==> src/hdl/tked_pkg.sv <==
// Shared key codes, byte constants and decode result type for the key escape decoder.
`timescale 1ns / 1ps

package tked_pkg;

  typedef enum logic [3:0] {
    KEY_PLAIN      = 4'd0,
    KEY_RUBOUT     = 4'd1,
    KEY_PGUP       = 4'd2,
    KEY_PGDN       = 4'd3,
    KEY_ESC        = 4'd4,
    KEY_LINE_BEGIN = 4'd5,
    KEY_DEL        = 4'd6,
    KEY_END        = 4'd7,
    KEY_UP         = 4'd8,
    KEY_ARROW_DN   = 4'd9,
    KEY_ARROW_RT   = 4'd10,
    KEY_ARROW_LT   = 4'd11
  } key_t;

  localparam logic MODE_BYTE    = 1'b0;
  localparam logic MODE_TIMEOUT = 1'b1;

  localparam logic [7:0] CH_CTRL_B   = 8'd2;
  localparam logic [7:0] CH_CTRL_F   = 8'd6;
  localparam logic [7:0] CH_BS       = 8'd8;
  localparam logic [7:0] CH_ESC      = 8'd27;
  localparam logic [7:0] CH_DEL      = 8'd127;
  localparam logic [7:0] CH_LBRACKET = 8'h5B;
  localparam logic [7:0] CH_O        = 8'h4F;
  localparam logic [7:0] CH_TILDE    = 8'h7E;
  localparam logic [7:0] CH_A        = 8'h41;
  localparam logic [7:0] CH_B        = 8'h42;
  localparam logic [7:0] CH_C        = 8'h43;
  localparam logic [7:0] CH_D        = 8'h44;
  localparam logic [7:0] CH_H        = 8'h48;
  localparam logic [7:0] CH_F        = 8'h46;
  localparam logic [7:0] CH_0        = 8'h30;
  localparam logic [7:0] CH_1        = 8'h31;
  localparam logic [7:0] CH_3        = 8'h33;
  localparam logic [7:0] CH_4        = 8'h34;
  localparam logic [7:0] CH_5        = 8'h35;
  localparam logic [7:0] CH_6        = 8'h36;
  localparam logic [7:0] CH_7        = 8'h37;
  localparam logic [7:0] CH_8        = 8'h38;
  localparam logic [7:0] CH_9        = 8'h39;

  typedef struct packed {
    logic       emit;
    key_t       key;
    logic [7:0] ch;
  } tked_res_t;

endpackage

==> src/hdl/tked_in_stage.sv <==
// Input register stage: holds one received transaction until the decoder consumes it.
`timescale 1ns / 1ps

module tked_in_stage import tked_pkg::*; (
  input  logic       clk,
  input  logic       rst_n,
  input  logic       in_valid,
  output logic       in_ready,
  input  logic       in_mode,
  input  logic [7:0] in_byte_in,
  input  logic       advance,
  output logic       s1_valid,
  output logic       s1_mode,
  output logic [7:0] s1_byte
);

  logic       valid_r;
  logic       mode_r;
  logic [7:0] byte_r;

  assign in_ready = !valid_r || advance;
  assign s1_valid = valid_r;
  assign s1_mode  = mode_r;
  assign s1_byte  = byte_r;

  always_ff @(posedge clk) begin
    if (!rst_n) begin
      valid_r <= 1'b0;
    end else if (in_ready) begin
      valid_r <= in_valid;
    end
  end

  always_ff @(posedge clk) begin
    if (in_valid && in_ready) begin
      mode_r <= in_mode;
      byte_r <= in_byte_in;
    end
  end

endmodule

==> src/hdl/tked_decode.sv <==
// Escape sequence state machine and per-byte key decision.
`timescale 1ns / 1ps

module tked_decode import tked_pkg::*; (
  input  logic       clk,
  input  logic       rst_n,
  input  logic       advance,
  input  logic       mode,
  input  logic [7:0] byte_in,
  output tked_res_t  res
);

  typedef enum logic [1:0] {
    PH_IDLE  = 2'd0,
    PH_ESC   = 2'd1,
    PH_ONE   = 2'd2,
    PH_DIGIT = 2'd3
  } phase_t;

  phase_t     phase_r, phase_nxt;
  logic [7:0] first_r, first_nxt;
  logic [7:0] second_r, second_nxt;
  logic       is_digit;

  assign is_digit = (byte_in >= CH_0) && (byte_in <= CH_9);

  always_comb begin
    phase_nxt  = phase_r;
    first_nxt  = first_r;
    second_nxt = second_r;
    res.emit   = 1'b0;
    res.key    = KEY_ESC;
    res.ch     = 8'd0;
    unique case (phase_r)
      PH_IDLE: begin
        if (mode == MODE_BYTE) begin
          res.emit = 1'b1;
          case (byte_in)
            CH_DEL, CH_BS: res.key = KEY_RUBOUT;
            CH_CTRL_B:     res.key = KEY_PGUP;
            CH_CTRL_F:     res.key = KEY_PGDN;
            CH_ESC: begin
              res.emit  = 1'b0;
              phase_nxt = PH_ESC;
            end
            default: begin
              res.key = KEY_PLAIN;
              res.ch  = byte_in;
            end
          endcase
        end
      end
      PH_ESC: begin
        if (mode == MODE_TIMEOUT) begin
          res.emit  = 1'b1;
          phase_nxt = PH_IDLE;
        end else begin
          first_nxt = byte_in;
          phase_nxt = PH_ONE;
        end
      end
      PH_ONE: begin
        res.emit  = 1'b1;
        phase_nxt = PH_IDLE;
        if (mode == MODE_BYTE) begin
          second_nxt = byte_in;
          if (first_r == CH_LBRACKET) begin
            if (is_digit) begin
              res.emit  = 1'b0;
              phase_nxt = PH_DIGIT;
            end else begin
              case (byte_in)
                CH_A:    res.key = KEY_UP;
                CH_B:    res.key = KEY_ARROW_DN;
                CH_C:    res.key = KEY_ARROW_RT;
                CH_D:    res.key = KEY_ARROW_LT;
                CH_H:    res.key = KEY_LINE_BEGIN;
                CH_F:    res.key = KEY_END;
                default: res.key = KEY_ESC;
              endcase
            end
          end else if (first_r == CH_O) begin
            if (byte_in == CH_H) begin
              res.key = KEY_LINE_BEGIN;
            end else if (byte_in == CH_F) begin
              res.key = KEY_END;
            end
          end
        end
      end
      PH_DIGIT: begin
        res.emit  = 1'b1;
        phase_nxt = PH_IDLE;
        if (mode == MODE_BYTE && byte_in == CH_TILDE) begin
          case (second_r)
            CH_1, CH_7: res.key = KEY_LINE_BEGIN;
            CH_3:       res.key = KEY_DEL;
            CH_4, CH_8: res.key = KEY_END;
            CH_5:       res.key = KEY_PGUP;
            CH_6:       res.key = KEY_PGDN;
            default:    res.key = KEY_ESC;
          endcase
        end
      end
      default: phase_nxt = PH_IDLE;
    endcase
  end

  always_ff @(posedge clk) begin
    if (!rst_n) begin
      phase_r  <= PH_IDLE;
      first_r  <= 8'd0;
      second_r <= 8'd0;
    end else if (advance) begin
      phase_r  <= phase_nxt;
      first_r  <= first_nxt;
      second_r <= second_nxt;
    end
  end

endmodule

==> src/hdl/terminal_key_escape_decoder.sv <==
// Top level: keyboard byte / timeout stream in, decoded key transactions out.
//
//   channel  | handshake              | payload
//   ---------+------------------------+------------------------------------
//   input    | in_valid / in_ready    | in_mode[0:0], in_byte_in[7:0]
//   result   | out_valid / out_ready  | out_key_code[3:0], out_char_value[7:0]
//
// One transaction per cycle sustained while the result side keeps up; a result
// passes through the input register, then the result register, and can be
// accepted from the result register while out_valid is high.
// The decode step between the two registers is a single small lookup.
// Reset clears both valid flags and returns the sequence tracker to idle.
// A stalled result holds in the output register; the input register still
// drains transactions that produce no result, and refills as the result leaves.
`timescale 1ns / 1ps

module terminal_key_escape_decoder import tked_pkg::*; (
  input  logic       clk,
  input  logic       rst_n,
  input  logic       in_valid,
  output logic       in_ready,
  input  logic       in_mode,
  input  logic [7:0] in_byte_in,
  output logic       out_valid,
  input  logic       out_ready,
  output logic [3:0] out_key_code,
  output logic [7:0] out_char_value
);

  logic       s1_valid;
  logic       s1_mode;
  logic [7:0] s1_byte;
  logic       advance;
  logic       out_free;
  tked_res_t  res;

  logic       out_valid_r;
  logic [3:0] out_key_r;
  logic [7:0] out_char_r;

  assign out_free = !out_valid_r || out_ready;
  // Advance the held transaction unless its result has nowhere to go.
  assign advance  = s1_valid && (!res.emit || out_free);

  tked_in_stage u_in (
    .clk        (clk),
    .rst_n      (rst_n),
    .in_valid   (in_valid),
    .in_ready   (in_ready),
    .in_mode    (in_mode),
    .in_byte_in (in_byte_in),
    .advance    (advance),
    .s1_valid   (s1_valid),
    .s1_mode    (s1_mode),
    .s1_byte    (s1_byte)
  );

  tked_decode u_dec (
    .clk     (clk),
    .rst_n   (rst_n),
    .advance (advance),
    .mode    (s1_mode),
    .byte_in (s1_byte),
    .res     (res)
  );

  always_ff @(posedge clk) begin
    if (!rst_n) begin
      out_valid_r <= 1'b0;
    end else if (advance && res.emit) begin
      out_valid_r <= 1'b1;
    end else if (out_ready) begin
      out_valid_r <= 1'b0;
    end
  end

  always_ff @(posedge clk) begin
    if (advance && res.emit) begin
      out_key_r  <= 4'(res.key);
      out_char_r <= res.ch;
    end
  end

  assign out_valid      = out_valid_r;
  assign out_key_code   = out_key_r;
  assign out_char_value = out_char_r;

  a_char_only_plain: assert property (@(posedge clk) disable iff (!rst_n)
    (out_valid && out_key_code != 4'(KEY_PLAIN)) |-> (out_char_value == 8'd0))
    else $error("non-plain key carries a character");

  a_key_in_range: assert property (@(posedge clk) disable iff (!rst_n)
    out_valid |-> (out_key_code <= 4'(KEY_ARROW_LT)))
    else $error("key code out of range");

  a_no_overwrite: assert property (@(posedge clk) disable iff (!rst_n)
    (out_valid && !out_ready) |-> !(advance && res.emit))
    else $error("result register overwritten while stalled");

  a_held_item: assert property (@(posedge clk) disable iff (!rst_n)
    (s1_valid && !advance) |=> (s1_valid && $stable(s1_byte) && $stable(s1_mode)))
    else $error("held input transaction lost or changed");

endmodule

==> config.mk <==
export PLATFORM = sky130hd
export DESIGN_NAME = terminal_key_escape_decoder
export DESIGN_NICKNAME = d
export VERILOG_FILES = /design/src/hdl/tked_pkg.sv /design/src/hdl/tked_in_stage.sv /design/src/hdl/tked_decode.sv /design/src/hdl/terminal_key_escape_decoder.sv
export SDC_FILE = /design/constraint.sdc
export NUM_CORES = 1
export LEC_CHECK = 0
export BUFFER_PORTS_ARGS = -buffer_cell sky130_fd_sc_hd__buf_2
export CORE_ASPECT_RATIO = 0.9
export CORE_MARGIN = 2
export CORE_UTILIZATION = 28
export DETAILED_ROUTE_END_ITERATION = 16
export GPL_TIMING_DRIVEN = 0
export HOLD_SLACK_MARGIN = 0.08
export PLACE_DENSITY_LB_ADDON = 0.08
export SYNTH_ARGS = -nofsm -noshare
export SYNTH_HDL_FRONTEND = slang
export SYNTH_SLANG_ARGS = --single-unit
==> constraint.sdc <==
create_clock -name clk -period 3.15 [get_ports clk]
set_clock_uncertainty 0.15 [all_clocks]
set_input_delay 0.1575 -clock clk [delete_from_list [all_inputs] [get_ports clk]]
set_output_delay 0.1575 -clock clk [all_outputs]
set_load 0.005 [all_outputs]
## Word-level counts from Yosys, hierarchy flattened

Cells that the tools add are included.

- Register bits after elaboration: 41
- Input bits: 13
- Output and inout port bits: 14
- Word-level logic and storage cells: 87

- Order comparisons: 2
- Equal/unequal tests: 26
- Multiplexer cells: 27
- Bitwise logic cells: 2
- Reductions and logical operators: 21

Operators by type and width:

| cell | count |
|---|---|
| $eq 8x7->1 const B | 10 |
| $eq 8x6->1 const B | 7 |
| $pmux 4 s6 | 1 |
| $mux 2 | 8 |
| $pmux 3 s5 | 1 |
| $mux 13 | 1 |
| $mux 4 | 3 |
| $pmux 3 s4 | 1 |
| $pmux 4 s3 | 1 |
| $reduce_and 3->1 | 3 |
| $eq 8x2->1 const B | 1 |
| $eq 8x3->1 const B | 1 |
| $eq 8x4->1 const B | 1 |
| $eq 8x5->1 const B | 1 |
| $ge 8x6->1 const B | 1 |
| $le 8x6->1 const B | 1 |
| $mux 8 | 1 |
| $pmux 2 s4 | 1 |
| $reduce_or 7->1 | 1 |
| $mux 1 | 6 |
| $reduce_or 2->1 | 3 |
| $logic_and 1x1->1 | 5 |
| $mux 5 | 1 |
| $reduce_or 5->1 | 1 |
| other kinds (10) | 17 |

## Longest topological paths before layout

- Word-level depth: 12
- Mapped depth: 6
- Mapped depth without buffers: 5

## Cells and area by module

Synthesis repeated with hierarchy kept, for this count alone.

- Cells, all modules: 199
- Area, all modules: 1,994.4 um^2

Modules (own cells, without submodules):

| module | times used | cells an instance | area an instance (um^2) | seq. area each (um^2) |
|---|---|---|---|---|
| tked_decode | 1 | 166 | 1,251.2 | 360.3 |
| terminal_key_escape_decoder | 1 | 19 | 415.4 | 380.4 |
| tked_in_stage | 1 | 14 | 327.8 | 290.3 |

## Worst setup path after synthesis

No wires, ideal clock.

- Path type: register -> register
- From: register u_in.byte_r[6], in the netlist u_in.s1_byte[6]
- To: register u_in.byte_r[0], in the netlist u_in.s1_byte[0] (enable)
- Library setup time: 0.381 ns
- Data arrival time: 1.860 ns
- Setup slack: 0.760 ns
- Stages on the path, launching flop included: 5
- Period minus slack after synthesis: 2.390 ns
- Cell sequence: edfxtp_1 -> and4bb_1 -> nand4_4 -> o32a_2 -> a31oi_1

- Cells in the longest elaborated chain, start to end: 11
- Elaborated cells between the ends (all ways): 15
- Those cells by class: order compare (2); eq/ne (1); mux (6); reduce/logical (6)

Ends and longest elaborated chain:

| element | RTL line | source |
|---|---|---|
| from (decl) | tked_in_stage.sv:19 | `logic [7:0] byte_r;` |
| from (signal assigned) | tked_in_stage.sv:37 | `byte_r <= in_byte_in;` |
| $ge 8x6->1 / $le 8x6->1 (equally long branches) | tked_decode.sv:25 | `assign is_digit = (byte_in >= CH_0) && (byte_in <= CH_9);` |
| $logic_and 1x1->1 | tked_decode.sv:25 |  |
| $mux 1 | tked_decode.sv:68 | `if (is_digit) begin` |
| $mux 1 | tked_decode.sv:67 | `if (first_r == CH_LBRACKET) begin` |
| $mux 5 | tked_decode.sv:65 | `if (mode == MODE_BYTE) begin` |
| $pmux 1 s4 * | tked_decode.sv:34 | `unique case (phase_r)` |
| $logic_not 1->1 * | terminal_key_escape_decoder.sv:43 | `assign advance = s1_valid && (!res.emit \|\| out_free);` |
| $logic_or 1x1->1 * | terminal_key_escape_decoder.sv:43 |  |
| $logic_and 1x1->1 * | terminal_key_escape_decoder.sv:43 |  |
| $logic_or 1x1->1 * | tked_in_stage.sv:21 | `assign in_ready = !valid_r \|\| advance;` |
| $logic_and 1x1->1 * | tked_in_stage.sv:35 | `if (in_valid && in_ready) begin` |

Mark *: on every way between the ends. The rest lies on a longest branch, timed or not.
A chain may end at the register's enable or synchronous reset.

## Worst setup path in the final report

- From: register u_in.mode_r, in the netlist u_in.s1_mode
- To: register out_char_r[6], in the netlist out_char_value[6] (enable)

- Cells in the longest elaborated chain, start to end: 6
- Elaborated cells between the ends (all ways): 8
- Those cells by class: mux (4); reduce/logical (4)

Ends and longest elaborated chain:

| element | RTL line | source |
|---|---|---|
| from (decl) | tked_in_stage.sv:18 | `logic mode_r;` |
| from (signal assigned) | tked_in_stage.sv:36 | `mode_r <= in_mode;` |
| $mux 5, or another cell as far along | tked_decode.sv:65 |  |
| $pmux 1 s4 * | tked_decode.sv:34 |  |
| $logic_not 1->1 | terminal_key_escape_decoder.sv:43 |  |
| $logic_or 1x1->1 | terminal_key_escape_decoder.sv:43 |  |
| $logic_and 1x1->1 | terminal_key_escape_decoder.sv:43 |  |
| $logic_and 1x1->1 * | terminal_key_escape_decoder.sv:78 | `if (advance && res.emit) begin` |
| to (signal assigned) | terminal_key_escape_decoder.sv:80 | `out_char_r <= res.ch;` |
| to (decl) | terminal_key_escape_decoder.sv:39 | `logic [7:0] out_char_r;` |

Marked as above.

==> impl_metrics.py <==
metrics = {
    "layout": {
        "layout.area.seq_um2": 1030,
        "layout.nets": 253,
        "insertedDiodeCount": 0,
        "nFillCells": 730,
        "syn2layout_area_growth_pct": 22.7,
        "multiInputGateArea_um2": 927,
        "layout-drive-gt1-share_pct": 20.3,
    },
    "clock_tree": {
        "cts_sinks": 41,
        "numCtsBuffers": 5,
        "htree_num_levels": 2,
        "clock_tree_from_tritoncts": "built",
        "clk-insertion-delay-late_ns": 0.29,
        "postCtsResizedCells": 0,
        "clock_tree.root_cell": "clkbuf_8",
        "cts_max_path_buffers": 2,
        "clkTransAtPathRegs_ns": 0.07,
    },
    "synthesis": {
        "synth-simple-area-share_pct": 26.7,
        "synth-async-reset-ratio_pct": 0,
        "multiplexer_area_fraction_after_synthesis_pct": 6.53,
        "post_synth_xor_area_fraction_pct": 1.31,
        "synth.top_cells.by_area": "edfxtp_1 31%, dfxtp_1 20%, mux2i_1 6.0%",
        "combinational_family_with_the_most_area_after_synthesis": "simple AND/OR/NAND/NOR gates",
        "yosys.area.top_type_share_pct": 31.3,
        "yosys.area.top_type": "edfxtp_1",
        "number_of_enable_flip_flop_cells_after_synthesis": 21,
        "ff_latch_count_synth": 41,
        "synthDistinctLibCells": 47,
        "synth_compound_gate_area_share_pct": 11.5,
        "post_synthesis_cell_area_um2": 2010,
        "avgSynthCellArea_um2": 10.3,
        "synth-seq-area-share_pct": 51.2,
        "syn_inst": 195,
        "synth_fa_ha_area_share_pct": 0,
        "warning_count_from_the_yosys_run": 0,
        "ys.flop_type": "edfxtp_1",
        "synth.net_count": 208,
    },
    "worst_hold_path": {
        "tightest_hold_check_type": "register to register",
        "worstHoldStart": "u_dec.first_r[3]$_SDFFE_PN0P_",
        "worstHoldPathCells": 2,
        "min_to": "u_dec.first_r[3]$_SDFFE_PN0P_",
    },
    "placement": {
        "pre_cts_ws_ns": 0.368,
        "buffer_ports.inserted": 26,
        "hpwlAfterDp_um": 3290,
        "gp_congestion": 0.802,
    },
    "timing": {
        "timing.max_slew.rel_slack_pct": 25.6,
        "layout_setup_ws_ns": 0.379,
        "rsz0062_at_grt": "no",
        "endpoints_failing_hold": 0,
        "report.final.slew_viol_count": 0,
        "actual_slew_at_the_worst_max_slew_pin_ns": 1.11,
        "timing.final.setup_violations": 0,
        "post-route-period-util_pct": 88.0,
        "tns_setup_ns": 0,
        "max_clk_rate_mhz": 361,
        "fin_crit_ns": 2.77,
    },
    "critical_path": {
        "timing.critical_path.max_delay_family": "simple AND/OR/NAND/NOR gates",
        "critical_path.reg2reg.startpoint": "u_in.s1_mode$_DFFE_PP_",
        "worst_ep_arrival_time_ns": 2.53,
        "crit_type": "register to register",
        "crit_path_max_fanout": 12,
        "reg2reg_to": "out_char_value[6]$_SDFFCE_PP0P_",
        "reg2reg_depth": 5,
        "crit_path_cell_trace": "or2_2 > a41oi_1 > o32a_2 > nand2_1 > nor2_1",
        "ff2ff_setup_slack_ns": 0.38,
        "slowest_delay_ns": 0.84,
        "cp_num_buf_inv": 0,
        "cp-end-kind": "register",
        "timing.critical_path.from_type": "register",
        "worstPathRequired_ns": 2.91,
        "slowest_cell_on_the_critical_path": "nor2_1",
    },
    "floorplan": {
        "dieWidth_um": 93.4,
        "die-height_um": 84.4,
        "dieArea_um2": 7890,
        "site_row_count": 29,
        "core_area_um2": 7000,
        "io_pins": 27,
        "starting_utilization_of_the_core_area_pct": 28.7,
    },
    "power": {
        "vdd_ir_drop_max_v": 0.000195,
        "total_leakage_power_nw": 0.876,
        "powerDensity_nw_per_um2": 409,
    },
    "grt": {
        "total_routing_usage_reported_by_global_routing_pct": 12.4,
        "grt_max_degree": 13,
        "grt_overflow_total": 0,
        "grt_antenna_before_repair": 0,
        "first_global_vias": 1494,
        "grt_pass1_wl_um": 7590,
    },
    "routing": {
        "antenna_violating_nets_left": 0,
        "route.detailed.drc": 0,
        "detail_route.wirelength_um": 4660,
        "detail_route.vias_per_cell": 4.67,
        "first_pass_iters": 4,
        "via_count": 1561,
        "drt-initial-drc-count": 48,
        "routedWlPerCell_um": 14.0,
    },
    "outcome": {
        "result_of_the_run": "finished clean",
    },
    "job": {
        "cap_violations": 0,
    },
}
## synth_stat cells (2+ instances only)
cell type	number
a21boi_0	9
dfxtp_1	20
buf_2	2
o211ai_1	3
nor3_1	3
and3_1	4
nand2b_1	2
nand2_1	29
mux2i_1	12
nand3_1	7
nor2_1	13
buf_4	3
xnor2_1	2
o21ai_0	3
edfxtp_1	21
and2_1	7
nor3b_1	3
clkbuf_1	3
or3_1	2
nor2b_1	13
inv_1	3
a21oi_1	6
## kinds of logic after synthesis
family,count (synthesis)
xor gates and xnor gates,3
muxes,13
buffers and inverters,11
and+or+nand+nor,95
DFF,41
AOI/OAI and AO/OA,32
## worst reg2reg max path: stages, from the launching register on
cell and delay (ns):
edfxtp_1 0.50, or2_2 0.36, a41oi_1 0.25, o32a_2 0.23
nand2_1 0.07, nor2_1 0.84
## placed cells by master (no fill, tap or decap), types with 4 or more instances in the layout
cell,instances
and3_1,4
dlygate4sd3_1,12
dfxtp_1,20
buf_2,28
and2_1,7
nand3_1,7
a21boi_0,9
nand2_1,29
nor2_1,13
mux2i_1,12
a21oi_1,6
nor2b_1,13
clkbuf_8,6
edfxtp_1,21
## how the worst max path moves through the flow
stage / to / slack, ns / startpoint / depth (start not counted)
5_1_grt: out_char_value[6]$_SDFFCE_PP0P_ / 0.21 / u_in.s1_mode$_DFFE_PP_ / 5
6_report: out_char_value[6]$_SDFFCE_PP0P_ / 0.38 / u_in.s1_mode$_DFFE_PP_ / 5
2_1_floorplan: u_in.s1_byte[0]$_DFFE_PP_ / 0.76 / u_in.s1_byte[6]$_DFFE_PP_ / 4
3_5_place_dp: out_key_code[2]$_DFFE_PP_ / 0.37 / u_in.s1_mode$_DFFE_PP_ / 5
4_1_cts: out_key_code[3]$_DFFE_PP_ / 0.35 / u_in.s1_mode$_DFFE_PP_ / 5
3_3_place_gp: out_key_code[2]$_DFFE_PP_ / 0.33 / u_in.s1_mode$_DFFE_PP_ / 5
## flip-flops by register name, summed over array words and instances (netlist names)
signal	flops
out_char_value	8
out_valid	1
u_dec.second_r	8
u_dec.first_r	8
u_dec.phase_r	2
u_in.s1_byte	8
u_in.s1_valid	1
out_key_code	4
u_in.s1_mode	1
## report_power, final
group	total (mW)	switching, mW	internal, mW
logic	0.0740	0.0370	0.0370
clock network	0.351	0.177	0.174
registers	0.586	0.0122	0.574
total	1.01	0.227	0.785
## stage by stage
stage,cells,power (mW),utilization (%),area [µm²],hold WS (ns)
2_1_floorplan,195,0.633,-,2010,0.106
3_3_place_gp,314,0.663,32.3,2260,0.184
3_5_place_dp,314,0.663,32.3,2260,0.186
4_1_cts,334,1.03,35.3,2470,0.318
5_1_grt,334,1.06,35.3,2470,0.354
6_report,334,1.01,35.3,2470,0.321
## per-layer routing
metal | part of all wire [%] | GRT usage, % | vias up
li1 | - | - | 787
met1 | 50 | 17.2 | 733
met2 | 45 | 19.2 | 36
met3 | 4.0 | 3.32 | 5
met4 | 1.0 | 3.21 | 0
met5 | 0 | 0 | -
## area by class of cell
cell class	count	share of cell area, %
clock buffers	6	3.34
plain buffers	8	1.77
inverters	3	0.456
repair buffers	38	10.1
flip-flops and latches	41	41.7
well taps	93	4.71
multi-input cells	143	37.5
clock inverters	2	0.354
## what timing repair did
action | in CTS | in global routing
hold buffers | 12 | 0
setup buffers | 0 | 0
endpoints found under the hold margin | 12 | 0
setup endpoints to repair | 0 | 0
Power figures use the tool's default switching activity.
